[src/design/bstf_pkg.sv]
`default_nettype none
package bstf_pkg;

  localparam int unsigned SET_DEPTH  = 64;
  localparam int unsigned IDX_W      = (SET_DEPTH > 1) ? $clog2(SET_DEPTH) : 1;
  localparam int unsigned ENTRY_W    = 6;
  localparam int unsigned BYTE_W     = 8;
  localparam int unsigned CFG_LEN_W  = 7;
  localparam int unsigned CFG_IDX_W  = 3;
  localparam int unsigned CFG_DATA_W = 7;
  // compare width: holds every cell index, SET_DEPTH itself and a raw length
  localparam int unsigned CMP_W      = (IDX_W + 1 > CFG_LEN_W) ? IDX_W + 1 : CFG_LEN_W;
  localparam int unsigned ENTRY_CMP_W = (CMP_W > ENTRY_W) ? CMP_W : ENTRY_W;

  localparam logic [CMP_W-1:0] DEPTH_C = CMP_W'(SET_DEPTH);

  typedef enum logic [1:0] {
    MODE_DATA        = 2'd0,
    MODE_LOAD_FIRST  = 2'd1,
    MODE_LOAD_SECOND = 2'd2,
    MODE_NEW_STREAM  = 2'd3
  } mode_e;

  typedef enum logic [CFG_IDX_W-1:0] {
    REG_DELETE     = 3'd0,
    REG_COMPLEMENT = 3'd1,
    REG_SQUEEZE    = 3'd2,
    REG_FIRST_LEN  = 3'd3,
    REG_SECOND_LEN = 3'd4
  } cfg_reg_e;

  // lengths already clamped to SET_DEPTH
  typedef struct packed {
    logic             del;
    logic             cpl;
    logic             sqz;
    logic [CMP_W-1:0] len1;
    logic [CMP_W-1:0] len2;
  } cfg_t;

  // item travelling down the chain, with what the cells have found so far
  typedef struct packed {
    logic               vld;
    mode_e              mode;
    logic [ENTRY_W-1:0] idx;
    logic [BYTE_W-1:0]  b;
    logic               found;   // byte seen in first set
    logic [BYTE_W-1:0]  tr;      // second-set entry at first match
    logic               tr_ok;   // match position lies inside second set
    logic [BYTE_W-1:0]  cpl;     // second-set entry at first-set length
    logic               cpl_ok;
    logic [BYTE_W-1:0]  last2;   // last valid second-set entry
    logic               mem2;    // byte seen in second set
  } tok_t;

endpackage
`default_nettype wire

[src/design/bstf_cell.sv]
`default_nettype none
module bstf_cell (
  input  logic                        clk_i,
  input  logic                        rst_ni,
  input  logic                        adv_i,
  input  logic [bstf_pkg::CMP_W-1:0]  cell_idx_i,
  input  bstf_pkg::cfg_t              cfg_i,
  input  bstf_pkg::tok_t              tok_i,
  output bstf_pkg::tok_t              tok_o
);
  import bstf_pkg::*;

  logic [BYTE_W-1:0] first_q;
  logic [BYTE_W-1:0] second_q;
  logic              vld_q;
  tok_t              pay_q;
  tok_t              tok_d;
  logic              is_me;
  logic              is_data;
  logic              in1;
  logic              in2;

  assign is_me   = ENTRY_CMP_W'(tok_i.idx) == ENTRY_CMP_W'(cell_idx_i);
  assign is_data = tok_i.vld && (tok_i.mode == MODE_DATA);
  assign in1     = cell_idx_i < cfg_i.len1;
  assign in2     = cell_idx_i < cfg_i.len2;

  always_comb begin
    tok_d = tok_i;
    if (is_data) begin
      if (!tok_i.found && in1 && (first_q == tok_i.b)) begin
        tok_d.found = 1'b1;
        tok_d.tr    = second_q;
        tok_d.tr_ok = in2;
      end
      if (cell_idx_i == cfg_i.len1) begin
        tok_d.cpl    = second_q;
        tok_d.cpl_ok = in2;
      end
      if ((cfg_i.len2 != '0) && (cell_idx_i == cfg_i.len2 - 1'b1)) begin
        tok_d.last2 = second_q;
      end
      if (in2 && (second_q == tok_i.b)) begin
        tok_d.mem2 = 1'b1;
      end
    end
  end

  // set entries: written as a load item passes this cell
  always_ff @(posedge clk_i) begin
    if (adv_i && tok_i.vld && is_me) begin
      if (tok_i.mode == MODE_LOAD_FIRST) begin
        first_q <= tok_i.b;
      end
      if (tok_i.mode == MODE_LOAD_SECOND) begin
        second_q <= tok_i.b;
      end
    end
  end

  always_ff @(posedge clk_i or negedge rst_ni) begin
    if (!rst_ni) begin
      vld_q <= 1'b0;
    end else if (adv_i) begin
      vld_q <= tok_i.vld;
    end
  end

  always_ff @(posedge clk_i) begin
    if (adv_i) begin
      pay_q <= tok_d;
    end
  end

  always_comb begin
    tok_o     = pay_q;
    tok_o.vld = vld_q;
  end

endmodule
`default_nettype wire

[config.mk]
export PLATFORM = sky130hd
export DESIGN_NAME = bstf_cell
export DESIGN_NICKNAME = d
export VERILOG_FILES = /design/src/design/bstf_pkg.sv /design/src/design/bstf_cell.sv
export SDC_FILE = /design/constraint.sdc
export NUM_CORES = 1
export LEC_CHECK = 0
export ABC_CLOCK_PERIOD_IN_PS = 2140
export BUFFER_PORTS_ARGS = -buffer_cell sky130_fd_sc_hd__buf_2
export CORE_AREA = 2 2 103 105
export CTS_CLUSTER_SIZE = 30
export DETAILED_ROUTE_END_ITERATION = 8
export DIE_AREA = 0 0 105 107
export GPL_ROUTABILITY_DRIVEN = 0
export PLACE_DENSITY_LB_ADDON = 0.15
export SETUP_SLACK_MARGIN = 0.05
export SYNTH_ARGS = -nofsm -noshare
export SYNTH_HDL_FRONTEND = slang
export SYNTH_SLANG_ARGS = --single-unit
export TNS_END_PERCENT = 20
[constraint.sdc]
create_clock -name clk_i -period 2.14 [get_ports clk_i]
set_input_delay 0.107 -clock clk_i [delete_from_list [all_inputs] [get_ports clk_i]]
set_output_delay 0.107 -clock clk_i [all_outputs]
set_load 0.05 [all_outputs]
**Yosys cells after proc, flatten, opt, wreduce, memory -nomap -nowiden**

Index checks and enable logic that the tools add are counted.
Widths: inputs -> output; s select.

- Register bits: 61

- Order comparisons: 2
- Mux-type cells: 5
- Reduce and logical (&&, ||, !) cells: 12
- Eq/ne operators: 7
- Add/subtract/negate cells: 1

Operators with widths:

| kind | number |
|---|---|
| $mux 28 | 1 |
| $eq 8x8->1 | 2 |
| $eq 7x7->1 | 2 |
| $lt 7x7->1 | 2 |
| $mux 10 | 1 |
| $mux 9 | 1 |
| $mux 8 | 1 |
| $eq 6x7->1 | 1 |
| $logic_and 1x1->1 | 7 |
| $reduce_bool 7->1 | 1 |
| $sub 7x1->7 const B | 1 |
| $reduce_and 2->1 | 2 |
| $eq 2x1->1 const B | 1 |
| $eq 2x2->1 const B | 1 |
| $logic_not 2->1 | 1 |
| $logic_not 1->1 | 1 |
| $mux 1 | 1 |

**Logic depth before layout (Yosys ltp)**

- Word-level depth: 5
- Mapped depth: 7
- Mapped depth without buffers: 7

**Least setup slack after synthesis**

OpenSTA, ideal clock, no wires.

- Kind: input-to-reg
- Start: input cfg_i[11] in the netlist's numbering
- End: register pay_q, in the netlist tok_o[19] (data pin)
- Setup slack: 178 ps
- Arrival: 1702 ps
- Library setup time: 260 ps
- Cell stages on the path: 7
- Cells stage by stage: inv_1 ha_1 a21oi_1 nor2_1 a2111oi_0 o2111ai_2 mux2_2

RTL lines:

| item | line | text |
|---|---|---|
| from (decl) | bstf_cell.sv:7 | `input bstf_pkg::cfg_t cfg_i,` |
| to (signal assigned) | bstf_cell.sv:71 | `pay_q <= tok_d;` |
| to (decl) | bstf_cell.sv:16 | `tok_t pay_q;` |

==> results.py <==
metrics = {
    "placement": {
        "port_buffers": 113,
        "placedCellCount": 457,
        "dpl.hpwl_mm": 5.225,
    },
    "floorplanning": {
        "io_pins": 117,
        "die_w_um": 105,
        "die-height_um": 107,
        "core-area_mm2": 0.01009,
        "die-area_mm2": 0.01124,
        "core.rowCount": 37,
        "initial_utilization_pct": 29.46,
    },
    "route": {
        "route.detailed.wl_per_inst_um": 14.98,
        "viasPerCell": 4.370,
        "drt_pass1_iterations": 4,
        "drt-initial-drc-count": 49,
        "detailroute.via_count": 2102,
        "antenna_violating_nets_post_route": 0,
        "drt-total-wl_mm": 7.205,
        "drt_drc_violations_left": 0,
    },
    "setup_path": {
        "slowest_delay_ns": 0.40,
        "slowest_stage": "nor4_1",
        "path_depth": 5,
        "timing.critical_path.required_ns": 2.24,
        "crit_type": "reg2reg",
        "critical_path.top_delay_family": "simple AND/OR/NAND/NOR gates",
        "ff2ff_path_depth": 5,
        "critical_path.startpoint_type": "flip-flop",
        "worst-endpoint-arrival_ns": 1.97,
        "timing.critical_path.buf_inv": 1,
        "crit_path_max_fanout": 10,
        "crit_path_end_kind": "flip-flop",
        "crit_chain": "xor2_1, nor4_1, o2111ai_2, buf_12, mux2_2",
    },
    "grt": {
        "grt_max_degree": 46,
        "grt_usage_pct": 12.99,
        "grt_pass1_wl_mm": 10.84,
        "overflow": 0,
        "initial_antenna_violation_count": 0,
        "via_count_of_the_first_global_routing_pass": 2079,
    },
    "clock_tree": {
        "cts_root_buffer": "clkbuf_8",
        "clk_pin_slew_ns": 0.08,
        "clk_path_buf_depth": 2,
        "cts_made_buffers": 9,
        "number_of_h_tree_branching_levels": 3,
        "worstSkewPairLatency_ns": 0.34,
        "tritoncts": "built",
        "cts_num_sinks": 61,
    },
    "sta": {
        "timing.final.max_slew_violations": 0,
        "finalClockSkew_ns": 0.007047,
        "slew-limit-headroom_pct": 60.17,
        "fin_crit_ns": 1.873,
        "rsz0062_at_grt": "false",
        "max_slew.worst_pin.slew_ns": 0.5975,
        "final_count_of_negative_setup_slack_endpoints": 0,
        "max_clock_freq_mhz": 533.9,
        "min_period_over_period_pct": 87.53,
        "final-hold-violation-count": 0,
    },
    "final_layout": {
        "nNetsFinal": 427,
        "final_core_utilization_pct": 40.71,
        "drive_above_1_share_pct": 49.28,
        "final-instance-count-excl-fill": 481,
        "final_antenna_diode_count": 0,
        "area_growth_syn_to_layout_pct": 38.22,
    },
    "power": {
        "clock_power_share_pct": 39.4,
        "combinational_share_of_power_pct": 17.8,
        "sequentialPowerShare_pct": 42.8,
        "switching_share_pct": 28.31,
        "power.net_switching_w": 0.0009293,
        "power_per_cell_area_mw_per_mm2": 798.9,
        "leakagePower_nw": 1.766,
        "internal-power_w": 0.002353,
        "worst_ir_drop_vdd_v": 0.0003579,
    },
    "synth": {
        "postSynthRegisterBits": 61,
        "avgSynthCellArea_um2": 14.86,
        "synth.cell_area_mm2": 0.002973,
        "yosys_warnings": 0,
        "synthDistinctLibCells": 38,
        "synth.yosys.seq_area_share_pct": 61.45,
        "synth.net_count": 287,
        "postSynthCellCount": 200,
    },
    "hold_path": {
        "number_of_cells_on_the_worst_hold_path": 1,
        "timing.hold.worst.class": "in2reg",
    },
    "run": {
        "drv_cap": 0,
    },
    "outcome": {
        "outcome": "finished, final reports clean",
    },
}
path summary, 6_finish.rpt:
path                            start  slack, ns     endpoint
max reg2reg                first_q[5]       0.27    tok_o[21]
min reg2reg                     vld_q       0.51        vld_q
max                        first_q[5]       0.27    tok_o[21]
min                         tok_i[29]       0.03  second_q[1]
max in group asynchronous      rst_ni       1.98        vld_q
min in group asynchronous      rst_ni       0.07        vld_q
kinds of logic after synthesis:
logic type               after synthesis  share of synthesized area, %
AO/OA/AOI/OAI                         17                         4.166
XOR/XNOR                              29                         8.544
adder cells (fa/ha/maj)               15                         6.313
buffers and inverters                 20                         2.693
flip-flops                            61                         61.45
multiplexers                          26                         9.806
AND/OR/NAND/NOR                       32                         7.029
stage by stage:
step                total power (W)  worst slack, ns  cell area [µm²]  setup TNS, ns  hold slack, ns
floorplan                  0.001807           0.1780             2973              0         -0.1886
global placement           0.002007          -0.1444             3784         -1.146         -0.1183
detailed placement         0.002010          -0.1312             3784        -0.9642         -0.1181
CTS                        0.003328           0.1938             4109              0         0.01123
global route               0.003409          0.09497             4109              0         0.02130
finish                     0.003283           0.2670             4109              0         0.02577
metal layers:
layer  wire (µm)  vias to the layer above  global-route usage, %
met1        3366                      980                  16.33
li1            -                     1037                      -
met3         429                       11                  3.343
met2        3286                       74                  20.73
met5           0                        -                      0
met4         122                        0                  6.571
layout by cell type (no fill, tap or decap), types with 2 or more instances in the layout:
cell type      count
buf_2            113
edfxtp_1          60
mux2_2            25
xor2_1            19
inv_1             18
ha_1              15
xnor2_1           10
clkbuf_8           9
buf_4              9
dlygate4sd3_1      8
nand4_1            4
nor4_1             4
a21oi_1            3
nand2_1            3
nor2_1             3
o21ai_0            3
nor3_1             3
bufinv_16          3
a21o_1             2
nand3_1            2
or3_1              2
o21bai_1           2
nor3b_1            2
inv_6              2
state kept, by name, indices dropped and copies added, names as in the netlist:
register and flops:
second_q 8, tok_o 44, first_q 8, vld_q 1
Yosys cell counts:
cell       count  area share, %
a2111oi_0      1           0.29
nand2b_1       1           0.21
a41o_1         1           0.34
nor3b_1        2           0.50
o21bai_1       2           0.50
edfxtp_1      60             61
nand4_4        1           0.72
buf_4          1           0.25
nor4b_1        1           0.29
o21ai_0        3           0.50
nor3_2         1           0.34
nor3_1         3           0.50
or2_2          1           0.21
inv_1         18            2.3
nand2_1        3           0.38
o21a_1         1           0.25
nand4_1        4           0.84
dfrtp_1        1           0.84
nand3_1        2           0.34
or3_1          2           0.42
mux2i_1        1           0.34
or3_2          1           0.25
buf_2          1           0.17
o22ai_1        1           0.21
nor4_1         4           0.84
o2111ai_1      1           0.29
a21o_1         2           0.50
or3b_4         1           0.38
a211oi_1       1           0.25
ha_1          15            6.3
o2111ai_2      1           0.50
mux2_2        25            9.5
nor2b_1        1           0.21
and3_1         1           0.21
a21oi_1        3           0.50
xnor2_1       10            2.9
xor2_1        19            5.6
nor2_1         3           0.38
worst register-to-register path: stages, from the launching register on:
cell and delay [ns]:
edfxtp_1 0.38, xor2_1 0.17, nor4_1 0.40, o2111ai_2 0.22, buf_12 0.19, mux2_2 0.28
power groups by stage:
stage / registers [W] / logic, W / clock network [W]
2_1_floorplan: 0.00168 / 0.000132 / 0
3_5_place_dp: 0.00143 / 0.000577 / 0
5_1_grt: 0.00141 / 0.000623 / 0.00137
4_1_cts: 0.00141 / 0.000591 / 0.00133
6_report: 0.00141 / 0.000583 / 0.00129
3_3_place_gp: 0.00143 / 0.000575 / 0
cell type report:
class | count | area, µm²
inverter | 18 | 67.56
clock inverter | 7 | 121.4
tap | 136 | 170.2
timing repair buffer | 131 | 733.2
clock buffer | 9 | 123.9
sequential | 61 | 1827
fill | 1011 | 5983
multi-input combinational | 119 | 1066
repair_timing:
action,4_1_cts,5_1_grt
buffers inserted,0,0
hold buffers,8,0
gates resized for setup,0,0
hold endpoints to repair,8,0
No activity file was read; power rests on OpenSTA's default activity.
