## src/design/bstf_pkg.sv

```systemverilog
`default_nettype none
package bstf_pkg;

  localparam int unsigned SET_DEPTH  = 64;
  localparam int unsigned IDX_W      = (SET_DEPTH > 1) ? $clog2(SET_DEPTH) : 1;
  localparam int unsigned ENTRY_W    = 6;
  localparam int unsigned BYTE_W     = 8;
  localparam int unsigned CFG_LEN_W  = 7;
  localparam int unsigned CFG_IDX_W  = 3;
  localparam int unsigned CFG_DATA_W = 7;
  // compare width: holds every cell index, SET_DEPTH itself and a raw length
  localparam int unsigned CMP_W      = (IDX_W + 1 > CFG_LEN_W) ? IDX_W + 1 : CFG_LEN_W;
  localparam int unsigned ENTRY_CMP_W = (CMP_W > ENTRY_W) ? CMP_W : ENTRY_W;

  localparam logic [CMP_W-1:0] DEPTH_C = CMP_W'(SET_DEPTH);

  typedef enum logic [1:0] {
    MODE_DATA        = 2'd0,
    MODE_LOAD_FIRST  = 2'd1,
    MODE_LOAD_SECOND = 2'd2,
    MODE_NEW_STREAM  = 2'd3
  } mode_e;

  typedef enum logic [CFG_IDX_W-1:0] {
    REG_DELETE     = 3'd0,
    REG_COMPLEMENT = 3'd1,
    REG_SQUEEZE    = 3'd2,
    REG_FIRST_LEN  = 3'd3,
    REG_SECOND_LEN = 3'd4
  } cfg_reg_e;

  // lengths already clamped to SET_DEPTH
  typedef struct packed {
    logic             del;
    logic             cpl;
    logic             sqz;
    logic [CMP_W-1:0] len1;
    logic [CMP_W-1:0] len2;
  } cfg_t;

  // item travelling down the chain, with what the cells have found so far
  typedef struct packed {
    logic               vld;
    mode_e              mode;
    logic [ENTRY_W-1:0] idx;
    logic [BYTE_W-1:0]  b;
    logic               found;   // byte seen in first set
    logic [BYTE_W-1:0]  tr;      // second-set entry at first match
    logic               tr_ok;   // match position lies inside second set
    logic [BYTE_W-1:0]  cpl;     // second-set entry at first-set length
    logic               cpl_ok;
    logic [BYTE_W-1:0]  last2;   // last valid second-set entry
    logic               mem2;    // byte seen in second set
  } tok_t;

endpackage
`default_nettype wire

```

## src/design/bstf_out_if.sv

```systemverilog
`default_nettype none
interface bstf_out_if;
  logic                        valid;
  logic                        ready;
  logic [bstf_pkg::BYTE_W-1:0] out_byte;

  modport source (output valid, output out_byte, input ready);
  modport sink   (input valid, input out_byte, output ready);
endinterface
`default_nettype wire

```

## src/design/bstf_tail.sv

```systemverilog
`default_nettype none
module bstf_tail (
  input  logic            clk_i,
  input  logic            rst_ni,
  input  bstf_pkg::cfg_t  cfg_i,
  input  bstf_pkg::tok_t  tok_i,
  output logic            adv_o,
  bstf_out_if.source      out_o
);
  import bstf_pkg::*;

  logic              out_vld_q;
  logic              out_vld_d;
  logic [BYTE_W-1:0] out_byte_q;
  logic [BYTE_W-1:0] last_q;
  logic [BYTE_W-1:0] last_d;
  logic              last_vld_q;
  logic              last_vld_d;
  logic              is_data;
  logic              match;
  logic              xlate;
  logic              member;
  logic              squeeze;
  logic              emit;
  logic [BYTE_W-1:0] val;

  assign adv_o = !out_vld_q || out_o.ready;

  assign is_data = tok_i.vld && (tok_i.mode == MODE_DATA);
  assign match   = tok_i.found ^ cfg_i.cpl;
  assign xlate   = !cfg_i.del && match && (cfg_i.len2 != '0);

  always_comb begin
    val = tok_i.b;
    if (xlate) begin
      if (cfg_i.cpl) begin
        val = tok_i.cpl_ok ? tok_i.cpl : tok_i.last2;
      end else begin
        val = tok_i.tr_ok ? tok_i.tr : tok_i.last2;
      end
    end
  end

  // a translated byte is a second-set entry by construction
  assign member  = xlate || tok_i.mem2;
  assign squeeze = cfg_i.sqz && last_vld_q && (val == last_q) && member;
  assign emit    = is_data && (cfg_i.del ? !match : !squeeze);

  always_comb begin
    out_vld_d  = out_vld_q;
    last_d     = last_q;
    last_vld_d = last_vld_q;
    if (adv_o) begin
      out_vld_d = emit;
      if (emit) begin
        last_d     = val;
        last_vld_d = 1'b1;
      end else if (tok_i.vld && (tok_i.mode == MODE_NEW_STREAM)) begin
        last_d     = '0;
        last_vld_d = 1'b0;
      end
    end
  end

  always_ff @(posedge clk_i or negedge rst_ni) begin
    if (!rst_ni) begin
      out_vld_q  <= 1'b0;
      last_q     <= '0;
      last_vld_q <= 1'b0;
    end else begin
      out_vld_q  <= out_vld_d;
      last_q     <= last_d;
      last_vld_q <= last_vld_d;
    end
  end

  always_ff @(posedge clk_i) begin
    if (adv_o && emit) begin
      out_byte_q <= val;
    end
  end

  assign out_o.valid    = out_vld_q;
  assign out_o.out_byte = out_byte_q;

  a_new_stream_clears: assert property (@(posedge clk_i) disable iff (!rst_ni)
    (adv_o && tok_i.vld && (tok_i.mode == MODE_NEW_STREAM)) |=> !last_vld_q)
    else $error("new stream item left last byte valid");

  a_emit_tracks_last: assert property (@(posedge clk_i) disable iff (!rst_ni)
    (adv_o && emit) |=> (out_vld_q && last_vld_q && (last_q == out_byte_q)))
    else $error("emitted byte not recorded as last byte");

  a_load_keeps_last: assert property (@(posedge clk_i) disable iff (!rst_ni)
    (adv_o && tok_i.vld &&
     ((tok_i.mode == MODE_LOAD_FIRST) || (tok_i.mode == MODE_LOAD_SECOND)))
    |=> ($stable(last_q) && $stable(last_vld_q) && !out_vld_q))
    else $error("load item disturbed the output side");

endmodule
`default_nettype wire

```

## src/flat_wrapper.sv

```systemverilog
// flat-port wrapper written by rule: the top's interface ports become plain ports
module bstf_tail_flat import bstf_pkg::*;
  (clk_i, rst_ni, cfg_i, tok_i, adv_o, out_o_valid, out_o_out_byte, out_o_ready);
  bstf_out_if out_o_i ();
  input  logic clk_i;
  input  logic rst_ni;
  input  bstf_pkg::cfg_t cfg_i;
  input  bstf_pkg::tok_t tok_i;
  output logic adv_o;
  output wire logic [$bits(out_o_i.valid)-1:0] out_o_valid;
  output wire logic [$bits(out_o_i.out_byte)-1:0] out_o_out_byte;
  input wire logic [$bits(out_o_i.ready)-1:0] out_o_ready;
  assign out_o_valid = out_o_i.valid;
  assign out_o_out_byte = out_o_i.out_byte;
  assign out_o_i.ready = out_o_ready;
  bstf_tail u_core (.clk_i(clk_i), .rst_ni(rst_ni), .cfg_i(cfg_i), .tok_i(tok_i), .adv_o(adv_o), .out_o(out_o_i));
endmodule
```

## config.mk

```make
export PLATFORM = sky130hd
export DESIGN_NAME = bstf_tail_flat
export DESIGN_NICKNAME = d
export VERILOG_FILES = /design/src/design/bstf_pkg.sv /design/src/design/bstf_out_if.sv /design/src/design/bstf_tail.sv /design/src/flat_wrapper.sv
export SDC_FILE = /design/constraint.sdc
export NUM_CORES = 1
export LEC_CHECK = 0
export BUFFER_PORTS_ARGS = -buffer_cell sky130_fd_sc_hd__buf_2
export CAP_MARGIN = 5
export CORE_MARGIN = 4
export CORE_UTILIZATION = 47
export CTS_BUF_LIST = sky130_fd_sc_hd__clkbuf_4 sky130_fd_sc_hd__clkbuf_8
export DETAILED_ROUTE_END_ITERATION = 10
export PLACE_DENSITY_LB_ADDON = 0.3
export SYNTH_ARGS = -nofsm -noshare
export SYNTH_HDL_FRONTEND = slang
export SYNTH_SLANG_ARGS = --single-unit
```

## constraint.sdc

```tcl
create_clock -name clk_i -period 3.2 [get_ports clk_i]
set_input_delay 0.32 -clock clk_i [delete_from_list [all_inputs] [get_ports clk_i]]
set_output_delay 0.32 -clock clk_i [all_outputs]
set_load 0.03 [all_outputs]
```

## Word level (Yosys, flattened, before mapping)

Cells that the tools add are included.

- Register bits after elaboration: 18
- Input port bits: 65
- Output and inout bits: 10
- Logic and storage cells: 35

- Eq/ne operators: 2
- Muxes and demuxes: 9
- Bitwise logic cells: 1
- Reductions and logical operators: 19

Operators by type and width:

| cell | count |
|---|---|
| two-way mux 8 bit | 6 |
| logical AND 1 bit | 9 |
| equality test 8 bit | 1 |
| nonzero test 7 bit | 1 |
| logical NOT 1 bit | 4 |
| two-way mux 1 bit | 3 |
| equality test 2 bit (second input constant) | 1 |
| logical NOT 2 bit | 1 |
| logical OR 1 bit | 2 |
| AND reduction 2 bit | 1 |
| nonzero test 2 bit | 1 |
| XOR 1 bit | 1 |

## Longest topological paths before layout

- Depth in word-level cells: 12
- Mapped depth: 9

## Worst setup path after synthesis

No wires, ideal clock.

- Path kind: input port to flip-flop
- Start point: in cfg_i[15] in the netlist's numbering
- End point: reg u_core.last_q[6]
- Library setup time: 0.126 ns
- Arrival: 2.473 ns
- Slack: 0.601 ns
- Cell stages on the path: 7
- Buffers on the path: 0
- Cells stage by stage: xnor2_1 -> a211oi_4 -> mux2_2 -> xor2_1 -> nor4_4 -> a31oi_4 -> a221o_1

- Word-level cells in the longest chain between the ends: 12
- Elaborated cells between the ends (all ways): 16
- Classes of those cells: 1 x eq/ne; 4 x mux; 1 x bitwise; 10 x reduce/logical

Ends and longest elaborated chain:

| what | line | RTL |
|---|---|---|
| from (decl) | flat_wrapper.sv:7 | `input bstf_pkg::cfg_t cfg_i;` |
| XOR 1 bit | bstf_tail.sv:30 | `assign match = tok_i.found ^ cfg_i.cpl;` |
| logical AND 1 bit (2 in a row) | bstf_tail.sv:31 | `assign xlate = !cfg_i.del && match && (cfg_i.len2 != '0);` |
| two-way mux 8 bit * | bstf_tail.sv:35 | `if (xlate) begin` |
| via u_core.val[5] | bstf_tail.sv:25 | `logic [BYTE_W-1:0] val;` |
| equality test 8 bit * | bstf_tail.sv:46 | `assign squeeze = cfg_i.sqz && last_vld_q && (val == last_q) && member;` |
| logical AND 1 bit * (2 in a row) | bstf_tail.sv:46 |  |
| logical NOT 1 bit * | bstf_tail.sv:47 | `assign emit = is_data && (cfg_i.del ? !match : !squeeze);` |
| two-way mux 1 bit * | bstf_tail.sv:47 |  |
| logical AND 1 bit * | bstf_tail.sv:47 |  |
| nonzero test 2 bit (no line) | - |  |
| AND reduction 2 bit (no line) | - |  |
| to (signal assigned) | bstf_tail.sv:72 | `last_q <= last_d;` |
| to (decl) | bstf_tail.sv:15 | `logic [BYTE_W-1:0] last_q;` |

Mark *: on every way through the listed nets, which the timed path passes. The rest lies on a longest branch.
A chain may end at the register's enable or synchronous reset.

## Worst setup path after layout

- Start point: in cfg_i[15] in the netlist's numbering
- End point: reg u_core.last_q[3]

The elaborated chain is that of the path after synthesis.

==> impl_metrics.env <==
export IMPL_outcome="finished clean"
export IMPL_reg2reg_to="u_core.last_q[3]"
export IMPL_htree_levels=1
export IMPL_cts_tree="done"
export IMPL_wl_per_cell_um=15.0
export IMPL_path_cells="buf_2, xnor2_1, a211oi_4, mux2_2, xor2_1, nor4_4, a31oi_4, a221o_1"
export IMPL_drt_wl_total_um=3360
export IMPL_final_cell_mix="buf_2 (61), mux2i_1 (24), dfrtp_1 (10)"
export IMPL_synth_top_area_share_pct=17.8
export IMPL_yosys_cell_types_count=42
export IMPL_grt_util_met3_pct=4.32
export IMPL_totalPowerFinal_w=0.000660
export IMPL_rr_worst_depth=4
export IMPL_min_to="u_core.out_o.out_byte[5]"
export IMPL_start_kind="input pin"
export IMPL_gp_congestion=0.848
export IMPL_required_ns=3.39
export IMPL_layout_commonest_cell="buf_2"
export IMPL_placementRows=19
export IMPL_synth_yosys_seq_area_share_pct=35.0
export IMPL_nNetsFinal=259
export IMPL_cts_repair_resized=0
export IMPL_ir_drop_uv=296
export IMPL_insertion_delay_ns=0.30
export IMPL_grt_use_met1_pct=21.2
export IMPL_vias=1262
export IMPL_reg2reg_slack_ns=1.46
export IMPL_setup_tns_ns=0
export IMPL_maxSlewViolCount=0
export IMPL_drt_pass1_iterations=4
export IMPL_hp_class="input pin to register"
export IMPL_overflow=0
export IMPL_cts_buffers=3
export IMPL_synth_seq_cells=18
export IMPL_min_from="tok_i[33]"
export IMPL_start_util_pct=50.0
export IMPL_finalCritPeriodShare_pct=81.8
export IMPL_finClkSkew_ns=0.00303
export IMPL_post_route_min_period_ns=2.62
export IMPL_die_y_um=62.6
export IMPL_grt_usage_pct=18.2
export IMPL_diodes=0
export IMPL_grt_max_degree=13
export IMPL_max_stage_delay_ns=0.42
export IMPL_worst_slew_pin_transition_ns=0.598
export IMPL_cp_arrival_ns=2.81
export IMPL_dp_hpwl_um=2810
export IMPL_maxCapViolCount=0
export IMPL_grt_pass1_vias=1344
export IMPL_die_area_sq_mm=0.00392
export IMPL_hold_viol=0
export IMPL_postCtsHoldBufs=1
export IMPL_area_delta_synth_final_pct=29.0
export IMPL_antenna_left=0
export IMPL_synthesis_area_sq_mm=0.00140
export IMPL_port_buffers=61
export IMPL_vias_per_cell=5.63
export IMPL_power_density_mw_per_mm2=365
export IMPL_max_freq_mhz=382
export IMPL_reg2reg_from="u_core.last_q[5]"
export IMPL_syn_nets=191
export IMPL_crit_type="input pin to register"
export IMPL_fillers=241
export IMPL_clock_sinks=18
export IMPL_avgSynthCellArea_sq_um=11.1
export IMPL_grt_first_pass_wirelength_um=5830
export IMPL_die_w_um=62.6
export IMPL_yosys_warnings=0
export IMPL_antenna_found_initial=0
export IMPL_ios=75
export IMPL_relSlewSlack_pct=59.9
export IMPL_ys_top_cells_by_area="dfrtp_1 (18%), mux2i_1 (17%), edfxtp_1 (17%), a221o_1 (4.3%), mux2_2 (3.2%)"
export IMPL_grt_use_met2_pct=32.8
export IMPL_p_leak_nw=0.867
export IMPL_post_cts_buffers=0
export IMPL_cts_max_path_buffers=2
export IMPL_core_area_sq_mm=0.00281
export IMPL_syn_inst=126
export IMPL_cp_end_kind="register"
export IMPL_setup_viol=0
export IMPL_rsz0062_at_grt="false"
export IMPL_slowest_stage="a211oi_4"
export IMPL_drive_above_1_share_pct=44.6
export IMPL_cp_max_fo=11
export IMPL_root_buffer="clkbuf_4"
export IMPL_busiest_layer="met2"
export IMPL_drt_first_iter_violations=25
export IMPL_yosys_area_top_type="dfrtp_1"
export IMPL_drc_errors=0
export IMPL_holdPathStages=2
export IMPL_path_clk_slew_ns=0.11
-- critical path: cells and delay by family --
family | cells | cell delay [ns]
XOR/XNOR | 2 | 0.38
buffers and inverters | 1 | 0.26
multiplexers | 1 | 0.42
AND/OR/NAND/NOR | 1 | 0.38
AO/OA/AOI/OAI | 3 | 1.05
-- power by group --
part	switching, W	internal, W	total, W
combinational	0.000119	0.000110	0.000229
clock	0.0000738	0.0000694	0.000143
sequential	0.0000206	0.000267	0.000288
total	0.000213	0.000447	0.000660
-- registers in the layout, indices dropped and copies added (netlist names) --
register	cells
u_core.last_vld_q	1
u_core.out_o.valid	1
u_core.out_o.out_byte	8
u_core.last_q	8
-- cell type report --
class / count / area [sq um] / area share (%)
multi-input cells: 98 / 861 / 47.6
flip-flops and latches: 18 / 490 / 27.1
repair buffers: 69 / 368 / 20.3
well taps: 31 / 38.8 / 2.14
clock buffers: 4 / 36.3 / 2.01
inverters: 4 / 15.0 / 0.830
-- layer usage --
metal,wire (um),vias up,share of wire [%]
li1,-,627,-
met1,1380,594,41
met3,171,4,5.1
met4,21,0,0.63
met5,0,-,0
met2,1790,37,53
-- how the worst max path moves through the flow --
stage	start	end	slack, ns
final	cfg_i[15]	u_core.last_q[3]	0.58
after global routing	cfg_i[15]	u_core.last_q[1]	0.38
after CTS	cfg_i[15]	u_core.last_q[3]	0.54
after detailed placement	cfg_i[15]	u_core.last_q[3]	0.21
after global placement	cfg_i[15]	u_core.out_o.out_byte[4]	0.28
after floorplan	cfg_i[15]	u_core.last_q[6]	0.60
-- stage by stage --
step / setup slack, ns / instance area (sq um) / std cells / hold slack (ns) / util [%]
floorplan: 0.601 / 1400 / 126 / 0.0244 / -
global placement: 0.280 / 1760 / 219 / 0.202 / 62.8
detailed placement: 0.212 / 1760 / 219 / 0.202 / 62.8
CTS: 0.536 / 1810 / 224 / 0.363 / 64.5
global route: 0.379 / 1810 / 224 / 0.370 / 64.5
finish: 0.581 / 1810 / 224 / 0.374 / 64.5
-- kinds of logic after synthesis --
group	count (synthesis)	synth area share (%)
buf+inv	10	3.66
flops	18	35.0
simple gates	38	19.6
xor+xnor	9	5.62
mux	29	21.3
compound gates	22	14.8
-- cell usage after synthesis, drive strengths merged --
cell and instances:
a311oi 1, nand4 3, a211oi 2, and4 6, buf 4, nor2 3
xnor2 4, and3 4, nor4 2, nor4b 1, dfrtp 10, nand2 4
nand2b 1, nor3 2, nand3 2, a21o 1, o311ai 2, mux2 4
xor2 5, mux2i 25, a211o 1, a221o 6, o21ai 4, inv 4
a41o 2, and3b 1, nor2b 2, clkbuf 2, a31oi 1, edfxtp 8
nand3b 2, o2bb2ai 1, and2 5, a21oi 1
Note: power is estimated with default switching activity, not from simulation.
